<file path="config.mk">
export PLATFORM = sky130hd
export DESIGN_NAME = inorder_sequence_reorder_top_flat
export DESIGN_NICKNAME = d
export VERILOG_FILES = /design/src/rtl/isr_pkg.sv /design/src/rtl/isr_if.sv /design/src/rtl/isr_ctrl.sv /design/src/rtl/isr_dp.sv /design/src/rtl/inorder_sequence_reorder_top.sv /design/src/flat_wrapper.sv
export VERILOG_INCLUDE_DIRS = /design/src /design/src/rtl
export SDC_FILE = /design/constraint.sdc
export NUM_CORES = 1
export LEC_CHECK = 0
export BUFFER_PORTS_ARGS = -buffer_cell sky130_fd_sc_hd__buf_2
export CAP_MARGIN = 10
export CORE_AREA = 3 3 236 238
export CTS_CLUSTER_SIZE = 28
export DETAILED_ROUTE_END_ITERATION = 12
export DIE_AREA = 0 0 239 241
export PLACE_DENSITY = 0.75
export SYNTH_ARGS = -nofsm -noshare
export SYNTH_HDL_FRONTEND = slang
export SYNTH_SLANG_ARGS = --single-unit
export TNS_END_PERCENT = 5
</file>
<file path="constraint.sdc">
create_clock -name clk -period 9.1 [get_ports clk]
set_input_delay 1.82 -clock clk [delete_from_list [all_inputs] [get_ports clk]]
set_output_delay 1.82 -clock clk [all_outputs]
set_load 0.02 [all_outputs]
</file>
<file path="src/rtl/inorder_sequence_reorder_top_assert.svh">
// Assertion macros shared by the reorder block.
`ifndef INORDER_SEQUENCE_REORDER_TOP_ASSERT_SVH
`define INORDER_SEQUENCE_REORDER_TOP_ASSERT_SVH

// The condition holds at every clock edge outside reset.
`define ISR_ASSERT_ALWAYS(lbl, cond) \
  lbl: assert property (@(posedge clk) disable iff (!rst_n) (cond)) \
    else $error("reorder block assertion failed");

// The consequent holds in the same cycle as the antecedent.
`define ISR_ASSERT_SAME(lbl, ante, cons) \
  lbl: assert property (@(posedge clk) disable iff (!rst_n) (ante) |-> (cons)) \
    else $error("reorder block assertion failed");

// The consequent holds in the cycle after the antecedent.
`define ISR_ASSERT_NEXT(lbl, ante, cons) \
  lbl: assert property (@(posedge clk) disable iff (!rst_n) (ante) |=> (cons)) \
    else $error("reorder block assertion failed");

`endif

</file>
<file path="src/rtl/isr_pkg.sv">
package isr_pkg;

  // Send counter value after reset.
  localparam logic [31:0] INIT_SEQ_RESET = 32'd1010;

  // Upper bound on the results one input may cause.
  localparam int MAX_RESULTS = 16;

  // Request types.
  localparam logic REQ_SEND = 1'b0;
  localparam logic REQ_RECV = 1'b1;

  // Ordering modes; the unused code behaves as pass.
  localparam logic [1:0] MODE_DROP = 2'd0;
  localparam logic [1:0] MODE_HOLD = 2'd1;
  localparam logic [1:0] MODE_PASS = 2'd2;

  // Result outcomes.
  localparam logic [1:0] OUT_STAMPED   = 2'd0;
  localparam logic [1:0] OUT_DELIVERED = 2'd1;
  localparam logic [1:0] OUT_DROPPED   = 2'd2;
  localparam logic [1:0] OUT_SHELVED   = 2'd3;

  // Configuration register indexes, taken from address bit 2.
  localparam int CFG_ADDR_W = 3;
  localparam logic REG_ORDER_MODE = 1'b0;
  localparam logic REG_INIT_SEQ   = 1'b1;

  typedef enum logic [1:0] {
    ST_IDLE,
    ST_DECIDE,
    ST_CHECK,
    ST_FINAL
  } isr_state_t;

  // Commands from the controller to the datapath.
  typedef struct packed {
    logic latch;
    logic finish;
    logic start;
    logic emit;
    logic advance;
    logic read_more;
    logic flush;
  } isr_cmd_t;

  // Status from the datapath to the controller.
  typedef struct packed {
    logic drain;
    logic nonempty;
    logic more;
    logic out_free;
  } isr_sts_t;

endpackage

</file>
<file path="src/rtl/isr_if.sv">
// Request channel.
interface isr_in_if;
  logic        valid;
  logic        ready;
  logic        req_type;
  logic [31:0] seq_in;
  logic [15:0] packet_handle;

  modport source (output valid, req_type, seq_in, packet_handle, input ready);
  modport sink (input valid, req_type, seq_in, packet_handle, output ready);
endinterface

// Result channel.
interface isr_out_if;
  logic        valid;
  logic        ready;
  logic [1:0]  outcome;
  logic [31:0] seq_out;
  logic [15:0] handle_out;
  logic        last_of_run;

  modport source (output valid, outcome, seq_out, handle_out, last_of_run, input ready);
  modport sink (input valid, outcome, seq_out, handle_out, last_of_run, output ready);
endinterface

</file>
<file path="src/rtl/isr_ctrl.sv">
module isr_ctrl (
  input  logic              clk,
  input  logic              rst_n,
  input  logic              in_valid,
  output logic              in_ready,
  input  isr_pkg::isr_sts_t sts,
  output isr_pkg::isr_cmd_t cmd
);

  isr_pkg::isr_state_t state_r;
  isr_pkg::isr_state_t state_nxt;

  // State register.
  always_ff @(posedge clk) begin
    if (!rst_n) begin
      state_r <= isr_pkg::ST_IDLE;
    end else begin
      state_r <= state_nxt;
    end
  end

  // Next state and datapath commands.
  always_comb begin
    state_nxt = state_r;
    cmd       = '0;
    in_ready  = 1'b0;
    case (state_r)
      isr_pkg::ST_IDLE: begin
        // Requests are refused while reset is held.
        in_ready = rst_n;
        if (in_valid) begin
          cmd.latch = 1'b1;
          state_nxt = isr_pkg::ST_DECIDE;
        end
      end
      isr_pkg::ST_DECIDE: begin
        // An in-order packet with shelved successors starts a drain.
        if (sts.drain) begin
          cmd.start = 1'b1;
          state_nxt = isr_pkg::ST_CHECK;
        end else if (sts.out_free) begin
          cmd.finish = 1'b1;
          state_nxt  = isr_pkg::ST_IDLE;
        end
      end
      isr_pkg::ST_CHECK: begin
        // Send the pending result once the slot read tells whether it is the last.
        if (sts.out_free) begin
          cmd.emit = 1'b1;
          if (sts.nonempty) begin
            cmd.advance = 1'b1;
            if (sts.more) begin
              cmd.read_more = 1'b1;
            end else begin
              state_nxt = isr_pkg::ST_FINAL;
            end
          end else begin
            state_nxt = isr_pkg::ST_IDLE;
          end
        end
      end
      isr_pkg::ST_FINAL: begin
        if (sts.out_free) begin
          cmd.flush = 1'b1;
          state_nxt = isr_pkg::ST_IDLE;
        end
      end
      default: begin
        state_nxt = isr_pkg::ST_IDLE;
      end
    endcase
  end

endmodule

</file>
<file path="src/rtl/isr_dp.sv">
module isr_dp #(
  parameter int BUFFER_SIZE = 16
) (
  input  logic              clk,
  input  logic              rst_n,
  input  isr_pkg::isr_cmd_t cmd,
  output isr_pkg::isr_sts_t sts,
  input  logic              req_type,
  input  logic [31:0]       seq_in,
  input  logic [15:0]       packet_handle,
  input  logic [1:0]        order_mode,
  input  logic              init_load,
  input  logic [31:0]       init_value,
  isr_out_if.source         out_ch
);

  localparam int SlotW = $clog2(BUFFER_SIZE);
  localparam int DrainMax = (BUFFER_SIZE - 1 < isr_pkg::MAX_RESULTS - 1) ?
                            BUFFER_SIZE - 1 : isr_pkg::MAX_RESULTS - 1;
  localparam int StepW = $clog2(DrainMax + 1);

  // Byte weights of a 32-bit value modulo the shelf depth.
  localparam int C1 = 256 % BUFFER_SIZE;
  localparam int C2 = (C1 * 256) % BUFFER_SIZE;
  localparam int C3 = (C2 * 256) % BUFFER_SIZE;
  localparam int SumW = 18;
  localparam int Sh = SumW + SlotW;
  localparam int ProdW = SumW + Sh;
  localparam longint unsigned Recip =
    ((64'd1 << Sh) + longint'(BUFFER_SIZE) - 64'd1) / longint'(BUFFER_SIZE);

  // Latched request.
  logic            typ_r;
  logic [31:0]     seq_r;
  logic [15:0]     hdl_r;
  logic [SumW-1:0] sum_r;

  // Connection state.
  logic [31:0] send_cnt_r;
  logic [31:0] last_r;
  logic [31:0] high_r;

  // Drain walk.
  logic [31:0]      pend_seq_r;
  logic [15:0]      pend_hdl_r;
  logic [31:0]      i_r;
  logic [SlotW-1:0] islot_r;
  logic [StepW-1:0] steps_r;

  // Handle shelf.
  logic [15:0]            mem [BUFFER_SIZE];
  logic [BUFFER_SIZE-1:0] vld_r;
  logic [15:0]            rd_data_r;

  // Result register.
  logic        out_valid_r;
  logic [1:0]  out_outcome_r;
  logic [31:0] out_seq_r;
  logic [15:0] out_hdl_r;
  logic        out_last_r;

  logic [SumW-1:0]  sum_nxt;
  logic [ProdW-1:0] prod;
  logic [SumW-1:0]  quot;
  logic [SumW-1:0]  rem_full;
  logic [SlotW-1:0] slot;
  logic [SlotW-1:0] slot_inc;
  logic [SlotW-1:0] islot_inc;
  logic [SlotW-1:0] rd_addr;
  logic             rd_en;
  logic [31:0]      seq_p1;
  logic [31:0]      send_p1;
  logic [31:0]      i_p1;
  logic             hold_acc;
  logic [1:0]       res_outcome;
  logic [31:0]      res_seq;
  logic             upd_send;
  logic             upd_last;
  logic             shelve;
  logic             out_load;

  // Fold the sequence number into a short sum with the same residue.
  assign sum_nxt = SumW'(seq_in[7:0])
                 + SumW'(seq_in[15:8])  * SumW'(C1)
                 + SumW'(seq_in[23:16]) * SumW'(C2)
                 + SumW'(seq_in[31:24]) * SumW'(C3);

  // Residue of the folded sum by reciprocal multiplication.
  assign prod     = ProdW'(sum_r) * ProdW'(Recip);
  assign quot     = SumW'(prod >> Sh);
  assign rem_full = sum_r - SumW'(quot * SumW'(BUFFER_SIZE));
  assign slot     = rem_full[SlotW-1:0];

  assign slot_inc  = (slot == SlotW'(BUFFER_SIZE - 1)) ? '0 : slot + 1'b1;
  assign islot_inc = (islot_r == SlotW'(BUFFER_SIZE - 1)) ? '0 : islot_r + 1'b1;

  assign seq_p1  = seq_r + 32'd1;
  assign send_p1 = send_cnt_r + 32'd1;
  assign i_p1    = i_r + 32'd1;
  assign hold_acc = (last_r == 32'd0) || (seq_r == last_r + 32'd1);

  // Outcome of a request that needs no drain.
  always_comb begin
    res_outcome = isr_pkg::OUT_DELIVERED;
    res_seq     = seq_r;
    upd_send    = 1'b0;
    upd_last    = 1'b0;
    shelve      = 1'b0;
    if (typ_r == isr_pkg::REQ_SEND) begin
      res_outcome = isr_pkg::OUT_STAMPED;
      res_seq     = send_p1;
      upd_send    = 1'b1;
    end else begin
      case (order_mode)
        isr_pkg::MODE_DROP: begin
          if (last_r < seq_r) begin
            upd_last = 1'b1;
          end else begin
            res_outcome = isr_pkg::OUT_DROPPED;
          end
        end
        isr_pkg::MODE_HOLD: begin
          if (hold_acc) begin
            upd_last = 1'b1;
          end else begin
            res_outcome = isr_pkg::OUT_SHELVED;
            shelve      = 1'b1;
          end
        end
        default: begin
          res_outcome = isr_pkg::OUT_DELIVERED;
        end
      endcase
    end
  end

  // Status toward the controller.
  assign sts.drain    = (typ_r == isr_pkg::REQ_RECV) && (order_mode == isr_pkg::MODE_HOLD) &&
                        hold_acc && (seq_p1 <= high_r);
  assign sts.nonempty = (rd_data_r != 16'd0);
  assign sts.more     = (({1'b0, steps_r} + 1'b1) < (StepW + 1)'(DrainMax)) && (i_p1 <= high_r);
  assign sts.out_free = !out_valid_r || out_ch.ready;

  assign out_load = cmd.finish || cmd.emit || cmd.flush;

  // Connection state and result valid.
  always_ff @(posedge clk) begin
    if (!rst_n) begin
      send_cnt_r  <= isr_pkg::INIT_SEQ_RESET;
      last_r      <= 32'd0;
      high_r      <= 32'd0;
      out_valid_r <= 1'b0;
    end else begin
      if (init_load) begin
        send_cnt_r <= init_value;
      end
      if (cmd.finish) begin
        if (upd_send) begin
          send_cnt_r <= send_p1;
        end
        if (upd_last) begin
          last_r <= seq_r;
        end
        if (shelve && (high_r < seq_r)) begin
          high_r <= seq_r;
        end
      end
      if (cmd.start) begin
        last_r <= seq_r;
      end
      if (cmd.advance) begin
        last_r <= i_r;
      end
      if (out_load) begin
        out_valid_r <= 1'b1;
      end else if (out_ch.ready) begin
        out_valid_r <= 1'b0;
      end
    end
  end

  // Request latch, drain walk and result payload.
  always_ff @(posedge clk) begin
    if (cmd.latch) begin
      typ_r <= req_type;
      seq_r <= seq_in;
      hdl_r <= packet_handle;
      sum_r <= sum_nxt;
    end
    if (cmd.start) begin
      pend_seq_r <= seq_r;
      pend_hdl_r <= hdl_r;
      i_r        <= seq_p1;
      islot_r    <= slot_inc;
      steps_r    <= '0;
    end
    if (cmd.advance) begin
      pend_seq_r <= i_r;
      pend_hdl_r <= rd_data_r;
      i_r        <= i_p1;
      islot_r    <= islot_inc;
      steps_r    <= steps_r + 1'b1;
    end
    if (cmd.finish) begin
      out_outcome_r <= res_outcome;
      out_seq_r     <= res_seq;
      out_hdl_r     <= hdl_r;
      out_last_r    <= 1'b1;
    end else if (cmd.emit || cmd.flush) begin
      out_outcome_r <= isr_pkg::OUT_DELIVERED;
      out_seq_r     <= pend_seq_r;
      out_hdl_r     <= pend_hdl_r;
      out_last_r    <= cmd.flush || !sts.nonempty;
    end
  end

  // Slot valid bits: set when shelved, cleared when drained.
  always_ff @(posedge clk) begin
    if (!rst_n) begin
      vld_r <= '0;
    end else begin
      if (cmd.finish && shelve) begin
        vld_r[slot] <= 1'b1;
      end
      if (cmd.advance) begin
        vld_r[islot_r] <= 1'b0;
      end
    end
  end

  assign rd_en   = cmd.start || cmd.read_more;
  assign rd_addr = cmd.start ? slot_inc : islot_inc;

  // Shelf memory with one write port and one registered read port.
  always_ff @(posedge clk) begin
    if (cmd.finish && shelve) begin
      mem[slot] <= hdl_r;
    end
    if (rd_en) begin
      rd_data_r <= vld_r[rd_addr] ? mem[rd_addr] : 16'd0;
    end
  end

  assign out_ch.valid       = out_valid_r;
  assign out_ch.outcome     = out_outcome_r;
  assign out_ch.seq_out     = out_seq_r;
  assign out_ch.handle_out  = out_hdl_r;
  assign out_ch.last_of_run = out_last_r;

endmodule

</file>
<file path="src/rtl/inorder_sequence_reorder_top.sv">
// A request is latched, then decided; its result is registered once the output register is free.
// Requests are taken one at a time; a hold-mode drain delivers its shelved handles one by one,
// paced by the single registered read port of the handle shelf and by output stalls.
// Reset: rst_n is synchronous and active low; it restores both registers and the counters,
// and clears every shelf valid bit in the same cycle, so no clearing pass follows.
module inorder_sequence_reorder_top #(
  parameter int BUFFER_SIZE = 16
) (
  input  logic                           clk,
  input  logic                           rst_n,
  isr_in_if.sink                         in_ch,
  isr_out_if.source                      out_ch,
  input  logic                           psel,
  input  logic                           penable,
  input  logic                           pwrite,
  input  logic [isr_pkg::CFG_ADDR_W-1:0] paddr,
  input  logic [31:0]                    pwdata,
  output logic [31:0]                    prdata,
  output logic                           pready
);

  logic [1:0]        mode_r;
  logic [31:0]       init_r;
  logic              cfg_wr;
  logic              reg_idx;
  logic              init_load;
  isr_pkg::isr_cmd_t cmd;
  isr_pkg::isr_sts_t sts;

  // Configuration registers behind the APB port.
  assign pready    = 1'b1;
  assign reg_idx   = paddr[2];
  assign cfg_wr    = psel && penable && pwrite;
  assign init_load = cfg_wr && (reg_idx == isr_pkg::REG_INIT_SEQ);

  always_ff @(posedge clk) begin
    if (!rst_n) begin
      mode_r <= isr_pkg::MODE_HOLD;
      init_r <= isr_pkg::INIT_SEQ_RESET;
    end else if (cfg_wr) begin
      if (reg_idx == isr_pkg::REG_ORDER_MODE) begin
        mode_r <= pwdata[1:0];
      end else begin
        init_r <= pwdata;
      end
    end
  end

  // Register readback.
  always_comb begin
    case (reg_idx)
      isr_pkg::REG_ORDER_MODE: prdata = {30'd0, mode_r};
      isr_pkg::REG_INIT_SEQ:   prdata = init_r;
      default:                 prdata = 32'd0;
    endcase
  end

  isr_ctrl u_ctrl (
    .clk      (clk),
    .rst_n    (rst_n),
    .in_valid (in_ch.valid),
    .in_ready (in_ch.ready),
    .sts      (sts),
    .cmd      (cmd)
  );

  isr_dp #(
    .BUFFER_SIZE (BUFFER_SIZE)
  ) u_dp (
    .clk           (clk),
    .rst_n         (rst_n),
    .cmd           (cmd),
    .sts           (sts),
    .req_type      (in_ch.req_type),
    .seq_in        (in_ch.seq_in),
    .packet_handle (in_ch.packet_handle),
    .order_mode    (mode_r),
    .init_load     (init_load),
    .init_value    (pwdata),
    .out_ch        (out_ch)
  );

`include "inorder_sequence_reorder_top_assert.svh"

  // A result is loaded only when the output register can take it.
  `ISR_ASSERT_SAME(a_no_overwrite, cmd.finish || cmd.emit || cmd.flush, sts.out_free)
  // At most one result source drives the output register in a cycle.
  `ISR_ASSERT_ALWAYS(a_one_source, $onehot0({cmd.finish, cmd.start, cmd.emit, cmd.flush}))
  // A new request is not taken while the previous one is still being decided.
  `ISR_ASSERT_NEXT(a_one_at_a_time, in_ch.valid && in_ch.ready, !in_ch.ready)

endmodule

</file>
<file path="src/flat_wrapper.sv">
// flat-port wrapper written by rule: the top's interface ports become plain ports
module inorder_sequence_reorder_top_flat 
#(
  parameter int BUFFER_SIZE = 16
)
  (clk, rst_n, psel, penable, pwrite, paddr, pwdata, prdata, pready, in_ch_valid, in_ch_req_type, in_ch_seq_in, in_ch_packet_handle, in_ch_ready, out_ch_valid, out_ch_outcome, out_ch_seq_out, out_ch_handle_out, out_ch_last_of_run, out_ch_ready);
  isr_in_if in_ch_i ();
  isr_out_if out_ch_i ();
  input  logic clk;
  input  logic rst_n;
  input  logic psel;
  input  logic penable;
  input  logic pwrite;
  input  logic [isr_pkg::CFG_ADDR_W-1:0] paddr;
  input  logic [31:0] pwdata;
  output logic [31:0] prdata;
  output logic pready;
  input wire logic [$bits(in_ch_i.valid)-1:0] in_ch_valid;
  input wire logic [$bits(in_ch_i.req_type)-1:0] in_ch_req_type;
  input wire logic [$bits(in_ch_i.seq_in)-1:0] in_ch_seq_in;
  input wire logic [$bits(in_ch_i.packet_handle)-1:0] in_ch_packet_handle;
  output wire logic [$bits(in_ch_i.ready)-1:0] in_ch_ready;
  output wire logic [$bits(out_ch_i.valid)-1:0] out_ch_valid;
  output wire logic [$bits(out_ch_i.outcome)-1:0] out_ch_outcome;
  output wire logic [$bits(out_ch_i.seq_out)-1:0] out_ch_seq_out;
  output wire logic [$bits(out_ch_i.handle_out)-1:0] out_ch_handle_out;
  output wire logic [$bits(out_ch_i.last_of_run)-1:0] out_ch_last_of_run;
  input wire logic [$bits(out_ch_i.ready)-1:0] out_ch_ready;
  assign in_ch_i.valid = in_ch_valid;
  assign in_ch_i.req_type = in_ch_req_type;
  assign in_ch_i.seq_in = in_ch_seq_in;
  assign in_ch_i.packet_handle = in_ch_packet_handle;
  assign in_ch_ready = in_ch_i.ready;
  assign out_ch_valid = out_ch_i.valid;
  assign out_ch_outcome = out_ch_i.outcome;
  assign out_ch_seq_out = out_ch_i.seq_out;
  assign out_ch_handle_out = out_ch_i.handle_out;
  assign out_ch_last_of_run = out_ch_i.last_of_run;
  assign out_ch_i.ready = out_ch_ready;
  inorder_sequence_reorder_top #(.BUFFER_SIZE(BUFFER_SIZE)) u_core (.clk(clk), .rst_n(rst_n), .in_ch(in_ch_i), .out_ch(out_ch_i), .psel(psel), .penable(penable), .pwrite(pwrite), .paddr(paddr), .pwdata(pwdata), .prdata(prdata), .pready(pready));
endmodule
</file>
### After elaboration in Yosys (flattened, before gate mapping)

Memories as Yosys holds them, arrays and structs flattened. A register that Yosys moved wholly into a read port is not among the register bits.
Cells that the tools add are included.

* memories: 1
* input port bits: 91
* register bits after elaboration: 341
* RAM bits: 256

Memory list
* u_core.u_dp.mem: depth 16, width 16, read ports 1, clocked after Yosys merged registers in 1, wr ports 1, RTL line isr_dp.sv:51 `logic [15:0] mem [BUFFER_SIZE];`

* add/sub/neg operators: 9
* equality and inequality tests: 10
* magnitude comparators: 10
* reductions and logical operators: 35
* bitwise operators: 4
* multiplexer cells: 71

Operators by type and width (number)
* 32-bit 2-to-1 mux: 14
* 32-bit by 1-bit adder with 32-bit output (second input constant): 4
* 16-bit 2-to-1 mux: 7
* 32-bit <= comparator: 2
* 32-bit less-than comparator: 2
* 32-bit one-hot mux with 2 select lines: 1
* 32-bit == test: 1
* 32-bit logical NOT: 1
* 4-bit 2-to-1 mux: 7
* 2-bit 2-to-1 mux: 13
* 1-bit 2-to-1 mux: 21
* 16-bit bitwise AND: 1
* 16-bit inverter: 1
* 16-bit OR: 1
* 16-bit nonzero test: 1
* 4-bit by 5-bit less-than comparator with 1-bit output (second input constant): 3
* 4-bit by 1-bit adder with 4-bit output (second input constant): 3
* 1-bit logical AND: 11
* 1-bit demux with 4-bit select: 2
* 4-bit == test (second input constant): 2
* 4-bit by 1-bit >= comparator with 1-bit output (second input constant): 2
* 2-bit one-hot mux with 4 select lines: 1
* 2-bit AND reduction: 4
* 1-bit logical OR: 7
* 18 further kinds: 27

### Longest topological paths before layout

Gate-level depths: netlist (run 1).

* depth in word-level cells: 12
* depth in mapped cells: 28
* gate-level depth less buffers: 21

### Hierarchy

Synthesis (run 1) repeated with hierarchy kept, for this count alone.

* cells, all modules: 2870
* area, all modules: 31297.5 um^2

Modules (own cells, without submodules)
* isr_dp: times used 1, area an instance 29448.2 um^2, sequential area each 16065.4 um^2, cells each 2662
* inorder_sequence_reorder_top: times used 1, area an instance 1676.6 um^2, sequential area each 680.7 um^2, cells each 187
* isr_ctrl: times used 1, area an instance 172.7 um^2, sequential area each 40.0 um^2, cells each 21

### Least setup slack after synthesis (run 1)

No wires, ideal clock.

* path type: register -> register
* start point: register u_core.u_dp.seq_r[3]
* end point: register u_core.u_dp.last_r[10]
* stages on the path, launching flop included: 26
* data required time: 8.972 ns
* arrival time: 7.152 ns
* library setup time: 0.128 ns
* clock period less this slack: 7.280 ns
* slack: 1.820 ns
* path through: edfxtp_1 clkbuf_1 inv_1 nor4_1 nand2b_1 or2_2 or3_1 nor2_1 nand3_1 xnor2_1 ha_1 a21o_1 a21o_1 a211o_1 a221o_1 a22oi_1 nand2b_1 clkbuf_1 nand2b_2 buf_6 nand2_1 a21o_1 clkbuf_1 buf_2 mux2i_1 nor2_1

* cells in the longest elaborated chain, start to end: 8
* elaborated cells between the ends (all ways): 19
* classes of those cells: add/sub (1); order compare (2); eq/ne (1); mux (9); reduce/logical (6)

Ends and longest elaborated chain
* from (decl): RTL line isr_dp.sv:34 `logic [31:0] seq_r;`
* from (signal assigned): RTL line isr_dp.sv:186 `seq_r <= seq_in;`
* branches (longest 8 deep; another with 32-bit by 1-bit adder with 32-bit output)
* to (signal assigned): RTL line isr_dp.sv:162 `last_r <= seq_r;`
* to (signal assigned): RTL line isr_dp.sv:169 `last_r <= seq_r;`
* to (signal assigned): RTL line isr_dp.sv:172 `last_r <= i_r;`
* to (decl): RTL line isr_dp.sv:40 `logic [31:0] last_r;`

Parallel ways; which one is timed is not known.
A chain may end at the register's enable or synchronous reset.

### Worst setup path in the final report (run 1)

* start point: register u_core.u_dp.seq_r[0]
* end point: register u_core.u_dp.rd_data_r[6] (read register of u_core.u_dp.mem) (data pin)

* cells in the longest elaborated chain, start to end: 10
* elaborated cells between the ends (all ways): 13
* classes of those cells: add/sub (1); order compare (1); eq/ne (1); mux (5); reduce/logical (5)

Ends and longest elaborated chain
* branches (longest 3 deep; another with 32-bit by 1-bit adder with 32-bit output)
* 1-bit logical AND *: RTL line isr_dp.sv:139 `hold_acc && (seq_p1 <= high_r);`
* 1-bit 2-to-1 mux *: RTL line isr_ctrl.sv:38 `if (sts.drain) begin`
* 2-bit 2-to-1 mux *: RTL line isr_ctrl.sv:27 `case (state_r)`
* 4-bit 2-to-1 mux: RTL line isr_dp.sv:232 `assign rd_addr = cmd.start ? slot_inc : islot_inc;`
* 1-bit binary-select mux with 4-bit select: RTL line isr_dp.sv:240 `rd_data_r <= vld_r[rd_addr] ? mem[rd_addr] : 16'd0;`
* 1-bit 2-to-1 mux (not written as such): RTL line isr_dp.sv:240
* 1-bit logical NOT (no line)
* to (decl): RTL line isr_dp.sv:53 `logic [15:0] rd_data_r;`

Mark *: on every way between the ends. The select of a mux whose other input is x is not followed.

==> impl_metrics.ini, run 1 <==
[routing]
wl_per_cell_um = 23.72
drc = 0
dr.first_iter.drc_count = 2812
antenna_left = 0
viasPerCell = 6.299
vias = 23918
totalWireLength_mm = 90.07
dr.pass1.iters = 5

[die]
dieArea_sq_um = 57600
chipHeight_um = 241
initial_utilization_pct = 56.70
dieWidth_um = 239
rows = 85
io_pins = 177
core-area_sq_um = 53810

[synthesis]
synthTopCellsByArea = edfxtp_1 (45%), dfxtp_1 (9.8%), ha_1 (5.8%)
dominantRegCellSynth = edfxtp_1
synth_enable_flop_cells = 459
netlist_area_sq_um = 30510
synth-seq-cells = 609
yosysTopAreaCell = edfxtp_1
synth_top_area_share_pct = 45.17
ys_warn_count = 0
syn_nets = 3162
synth.most_common_cell = edfxtp_1
syn_inst = 2930
ys_types = 77
async_flop_share_pct = 0
ys_top_cells_by_count = edfxtp_1 (459), nand2_1 (408), nor2_1 (239), a21oi_1 (235), o21ai_0 (234)
syn_area_per_cell_sq_um = 10.41
synth_seq_area_share_pct = 55.01

[sta]
rsz0062_at_grt = no
fin_setup_tns_ns = 0
slew_headroom_pct = 16.74
setup_slack_ns = 0.9508
layout_min_cycle_time_ns = 8.149
slew_violations = 0
tightestPinTransition_ns = 1.249
max_freq_mhz = 122.7
fin_worst_skew_ns = 0.02005
fin_crit_sh_pct = 89.55
setup_viol = 0
finalHoldViolCount = 0

[run_status]
status = finished, final reports clean

[cts]
cts_max_level = 3
clk_pin_slew_ns = 0.06
clkSinkCount = 609
cts_tree = built
cts_buffers = 67
root_buffer = clkbuf_16
cts_hold_buf = 0
clock_path_buffers = 3
post_cts_resized = 0
postCtsSetupBuffers = 0
clock_latency_ns = 0.63

[place]
dp_hpwl_mm = 60.38
portBuffers = 173
dp_cells = 3671
place_ws_ns = 1.240
gp_congestion = 0.9443

[min_path]
hold_class = flip-flop to flip-flop

[global_route]
track_usage_pct = 31.02
antenna_found_initial = 6
grt_max_degree = 124
grt_pass1_vias = 23369
grt_pass1_wl_mm = 136.1
grt-ovfl-total = 0

[worst_setup_path]
crit_buf_inv = 3
crit_family = simple AND/OR/NAND/NOR gates
critical_path.slowest_cell = buf_4
arrival_ns = 8.61
critPathMaxStageDelay_ns = 0.73
worst_setup_path_start_kind = flip-flop
cp_max_fo = 86
critPathCaptureType = flip-flop
crit_required_ns = 9.56
path_class = flip-flop to flip-flop
worstPathCellList = inv_1, nor4_1, nand2b_1, or2_2, or3_1, nor2_1, nand3_1, xnor2_1, ha_1, nand4_1, nor3_1, nand4_1, and3_1, a22oi_1, nand2b_1, mux2i_4, buf_4, buf_4, o21ai_0, a21oi_1, nor4_1, a21boi_1

[power]
power_leakage_nw = 12.77
p_per_area_nw_per_um2 = 279.3
peakVddDrop_v = 0.0004398

[final_layout]
nFillCells = 4237
syn2layout_area_growth_pct = 12.31
fin_nets = 3276
drive_gt1_share_pct = 12.33
instances_no_fill = 3797

[job]
drv_cap = 0
## layout by cell type, fill, tap and decap left out, drive strengths merged, types with 101 or more instances in the layout
cell / n
edfxtp: 459
nor2: 241
xnor2: 101
a21oi: 235
nand2: 408
buf: 216
o21ai: 236
dfxtp: 150
ha: 141
## cell type report
type                    instances  area [sq um]  area share [%]
repair buffers                216          1214           3.542
clock buffers                  79          1782           5.199
multi-input cells            2067         12820           37.41
flip-flops and latches        609         16790           48.98
well taps                     696         870.8           2.541
inverters                      83         314.1          0.9165
clock inverters                44         473.0           1.380
diodes                          3         7.507         0.02191
## state kept, by name, indices dropped and copies added (netlist names), 16 cells and up
name                           count
u_core.u_dp.mem                  256
u_core.init_r                     32
u_core.u_dp.high_r                32
u_core.u_dp.i_r                   32
u_core.u_dp.last_r                32
u_core.u_dp.out_ch.seq_out        32
u_core.u_dp.pend_seq_r            32
u_core.u_dp.send_cnt_r            32
u_core.u_dp.seq_r                 32
u_core.u_dp.hdl_r                 16
u_core.u_dp.out_ch.handle_out     16
u_core.u_dp.pend_hdl_r            16
u_core.u_dp.rd_data_r             16
u_core.u_dp.vld_r                 16
## through the flow
step           power (mW)  utilization (%)  cell area, sq um  hold WS, ns
6_report            9.571            63.68             34270       0.4498
2_1_floorplan       5.816                -             30510       0.4309
5_1_grt             10.02            63.67             34260       0.4663
3_5_place_dp        6.781            59.47             32010       0.4418
3_3_place_gp        6.677            59.47             32010       0.4391
4_1_cts             9.544            63.66             34260       0.4507
## worst paths after layout
| path | startpoint | endpoint | slack (ns) | depth (start not counted) |
|---|---|---|---|---|
| worst min register to register | u_core.init_r[17]$_SDFFE_PN0P_ | u_core.init_r[17]$_SDFFE_PN0P_ | 0.45 | 2 |
| worst min-delay path | u_core.init_r[17]$_SDFFE_PN0P_ | u_core.init_r[17]$_SDFFE_PN0P_ | 0.45 | 2 |
| worst max-delay path | u_core.u_dp.seq_r[0]$_DFFE_PP_ | u_core.u_dp.rd_data_r[6]$_SDFFCE_PN0P_ | 0.95 | 22 |
| worst max register to register | u_core.u_dp.seq_r[0]$_DFFE_PP_ | u_core.u_dp.rd_data_r[6]$_SDFFCE_PN0P_ | 0.95 | 22 |
## metal layers
layer | up-vias | share of wire (%) | wire length [um] | track usage [%]
met3 | 284 | 9.1 | 8235 | 5.474
met1 | 11567 | 39 | 35450 | 41.21
met5 | - | 0.032 | 29 | 0
met4 | 6 | 5.3 | 4774 | 15.76
met2 | 1264 | 46 | 41580 | 49.43
li1 | 10797 | - | - | -
## cells by family after synthesis
kind of cell,share of synthesized area (%)
adder cells (fa/ha/maj),5.815
AND/OR/NAND/NOR,15.71
other,0.01229
XOR/XNOR,3.961
multiplexers,3.871
buffers and inverters,3.264
AO/OA/AOI/OAI,12.36
flip-flops,55.01
## power breakdown
part | internal, mW | total [mW] | switching, mW | leakage [nW]
clock | 1.62 | 2.77 | 1.15 | 1.11
combinational | 1.01 | 3.15 | 2.14 | 6.28
sequential | 3.35 | 3.65 | 0.300 | 5.38
## worst min-delay path: stages, from the launching register on
cell and delay, ns:
dfxtp_1 0.31, nand2_1 0.05, a21oi_1 0.05
No activity file was read; power rests on OpenSTA's default activity.
==> inputs of run 2 (changes only) <==
- clock period: 9.1 -> 7.6 ns (I/O delays scaled with it)
==> run 2 against run 1 <==
  * Clock power rose by 14%
  * Worst hold slack barely moved
  * Sequential share of layout area fell by 0.14 points
  * Final area rose by 0.28%
  * Sequential power rose by 20%
  * Combinational power rose by 21%
  * Non-clock buffer count rose by 24
  * Critical path type unchanged
==> impl_metrics.ini, run 2 (synthesized netlist as in run 1, its figures left out) <==
[run_status]
status = finished, final reports clean

[final_layout]
fin_nets = 3293
nFillCells = 4227
design_area_sq_um = 34370
drive_gt1_share_pct = 12.53
instances_no_fill = 3811
final_common_cell = edfxtp_1
final_core_util_pct = 63.86
mostFrequentLayoutCells = edfxtp_1 (459), nand2_1 (407), nor2_1 (238)
largest_reg_flops = 256
syn2layout_area_growth_pct = 12.63
max_flop_register = u_core.u_dp.mem

[cts]
clock_latency_ns = 0.65
cts_hold_buf = 0
postCtsSetupBuffers = 0
post_cts_resized = 0
cts_tree = built
clkSinkCount = 609
cts_max_level = 2
clock_path_buffers = 3
root_buffer = clkbuf_16
clk_pin_slew_ns = 0.06
cts_buffers = 60

[min_path]
hold_class = flip-flop to flip-flop

[worst_setup_path]
worstSetupEndpoint = u_core.u_dp.rd_data_r[0]$_SDFFCE_PN0P_
r2r_end = u_core.u_dp.rd_data_r[0]$_SDFFCE_PN0P_
crit_start = u_core.u_dp.seq_r[7]$_DFFE_PP_
crit_family = simple AND/OR/NAND/NOR gates
cp_max_fo = 16
cp.depth = 21
reg2reg_slack_ns = 0.53
critical_path.slowest_cell = or4_4
critPathMaxStageDelay_ns = 0.72
critPathCaptureType = flip-flop
timing.rr.start = u_core.u_dp.seq_r[7]$_DFFE_PP_
reg2reg_depth = 21
arrival_ns = 7.45
worstPathCellList = inv_1, nor3_1, nand3_1, or2_2, or3_1, nor2_1, nand3_1, xnor2_1, ha_1, a21o_1, a21o_1, a211o_1, a221o_1, a22oi_1, nand2b_1, mux2i_1, o311ai_4, a221oi_1, o22ai_1, or4_4, a21boi_1
worst_setup_path_start_kind = flip-flop
path_class = flip-flop to flip-flop
crit_buf_inv = 1
crit_required_ns = 7.97

[die]
rows = 85
initial_utilization_pct = 56.70
chipHeight_um = 241
core-area_sq_um = 53810
dieArea_sq_um = 57600
io_pins = 177
dieWidth_um = 239

[routing]
viasPerCell = 6.241
vias = 23784
wl_per_cell_um = 23.62
dr.pass1.iters = 5
totalWireLength_mm = 90.03
antenna_left = 0
drc = 0
dr.first_iter.drc_count = 2570

[power]
peakVddDrop_v = 0.0005480
p_per_area_nw_per_um2 = 330.0
finalPower_mw = 11.34
power_leakage_nw = 12.81

[global_route]
grt_max_degree = 129
track_usage_pct = 30.68
grt_pass1_wl_mm = 135.3
grt_pass1_vias = 22944
grt-ovfl-total = 0
antenna_found_initial = 4

[sta]
finalHoldViolCount = 0
fin_setup_tns_ns = 0
layout_min_cycle_time_ns = 7.074
tightestPinTransition_ns = 1.139
slew_violations = 0
slew_headroom_pct = 24.10
max_freq_mhz = 141.4
fin_worst_skew_ns = 0.03794
setup_viol = 0
rsz0062_at_grt = no
fin_crit_sh_pct = 93.08

[job]
drv_cap = 0

[place]
dp_hpwl_mm = 60.45
place_area_sq_um = 32260
dp_cells = 3695
portBuffers = 173
gp_congestion = 0.9545
run 2: per-layer routing:
metal	routed length, um	GRT usage (%)
met1	35590	40.49
met2	42980	51.38
met3	7782	4.685
met4	3648	12.17
met5	30	0
run 2: power breakdown:
group / switching, mW / internal [mW]
Combinational: 2.56 / 1.26
Clock: 1.31 / 1.85
Sequential: 0.360 / 4.01
Total: 4.22 / 7.12
run 2: area by class of cell:
| class | instances | area [sq um] | share of cell area [%] |
|---|---|---|---|
| timing repair buffer | 240 | 1481 | 4.311 |
| inverter | 83 | 314.1 | 0.9139 |
| sequential | 609 | 16790 | 48.85 |
| antenna | 2 | 5.005 | 0.01456 |
| tap | 696 | 870.8 | 2.534 |
| clock inverter | 27 | 416.7 | 1.212 |
| clock buffer | 87 | 1684 | 4.901 |
| multi-input combinational | 2067 | 12810 | 37.27 |
run 2: worst register-to-register path: stages (launching register included):
cell and delay (ns):
edfxtp_1 0.55, inv_1 0.24, nor3_1 0.38, nand3_1 0.17, or2_2 0.41, or3_1 0.42
nor2_1 0.23, nand3_1 0.13, xnor2_1 0.27, ha_1 0.32, a21o_1 0.17, a21o_1 0.17
a211o_1 0.29, a221o_1 0.33, a22oi_1 0.41, nand2b_1 0.21, mux2i_1 0.34, o311ai_4 0.26
a221oi_1 0.46, o22ai_1 0.14, or4_4 0.72, a21boi_1 0.21
run 2: worst min path at each step:
stage / start / depth (start not counted) / endpoint / slack, ns
floorplan: u_core.init_r[1]$_SDFFE_PN1P_ / 2 / u_core.init_r[1]$_SDFFE_PN1P_ / 0.43
global placement: u_core.init_r[14]$_SDFFE_PN0P_ / 2 / u_core.init_r[14]$_SDFFE_PN0P_ / 0.44
detailed placement: u_core.init_r[25]$_SDFFE_PN0P_ / 2 / u_core.init_r[25]$_SDFFE_PN0P_ / 0.44
CTS: u_core.init_r[25]$_SDFFE_PN0P_ / 2 / u_core.init_r[25]$_SDFFE_PN0P_ / 0.45
global route: u_core.init_r[25]$_SDFFE_PN0P_ / 2 / u_core.init_r[25]$_SDFFE_PN0P_ / 0.47
finish: u_core.init_r[25]$_SDFFE_PN0P_ / 2 / u_core.init_r[25]$_SDFFE_PN0P_ / 0.45
run 2: metrics by stage:
step / hold WS [ns] / setup slack, ns
2_1_floorplan: 0.4309 / 0.3203
3_5_place_dp: 0.4434 / 0.6787
4_1_cts: 0.4521 / 0.6797
5_1_grt: 0.4653 / 0.4108
6_report: 0.4493 / 0.5258
3_3_place_gp: 0.4392 / 0.6738
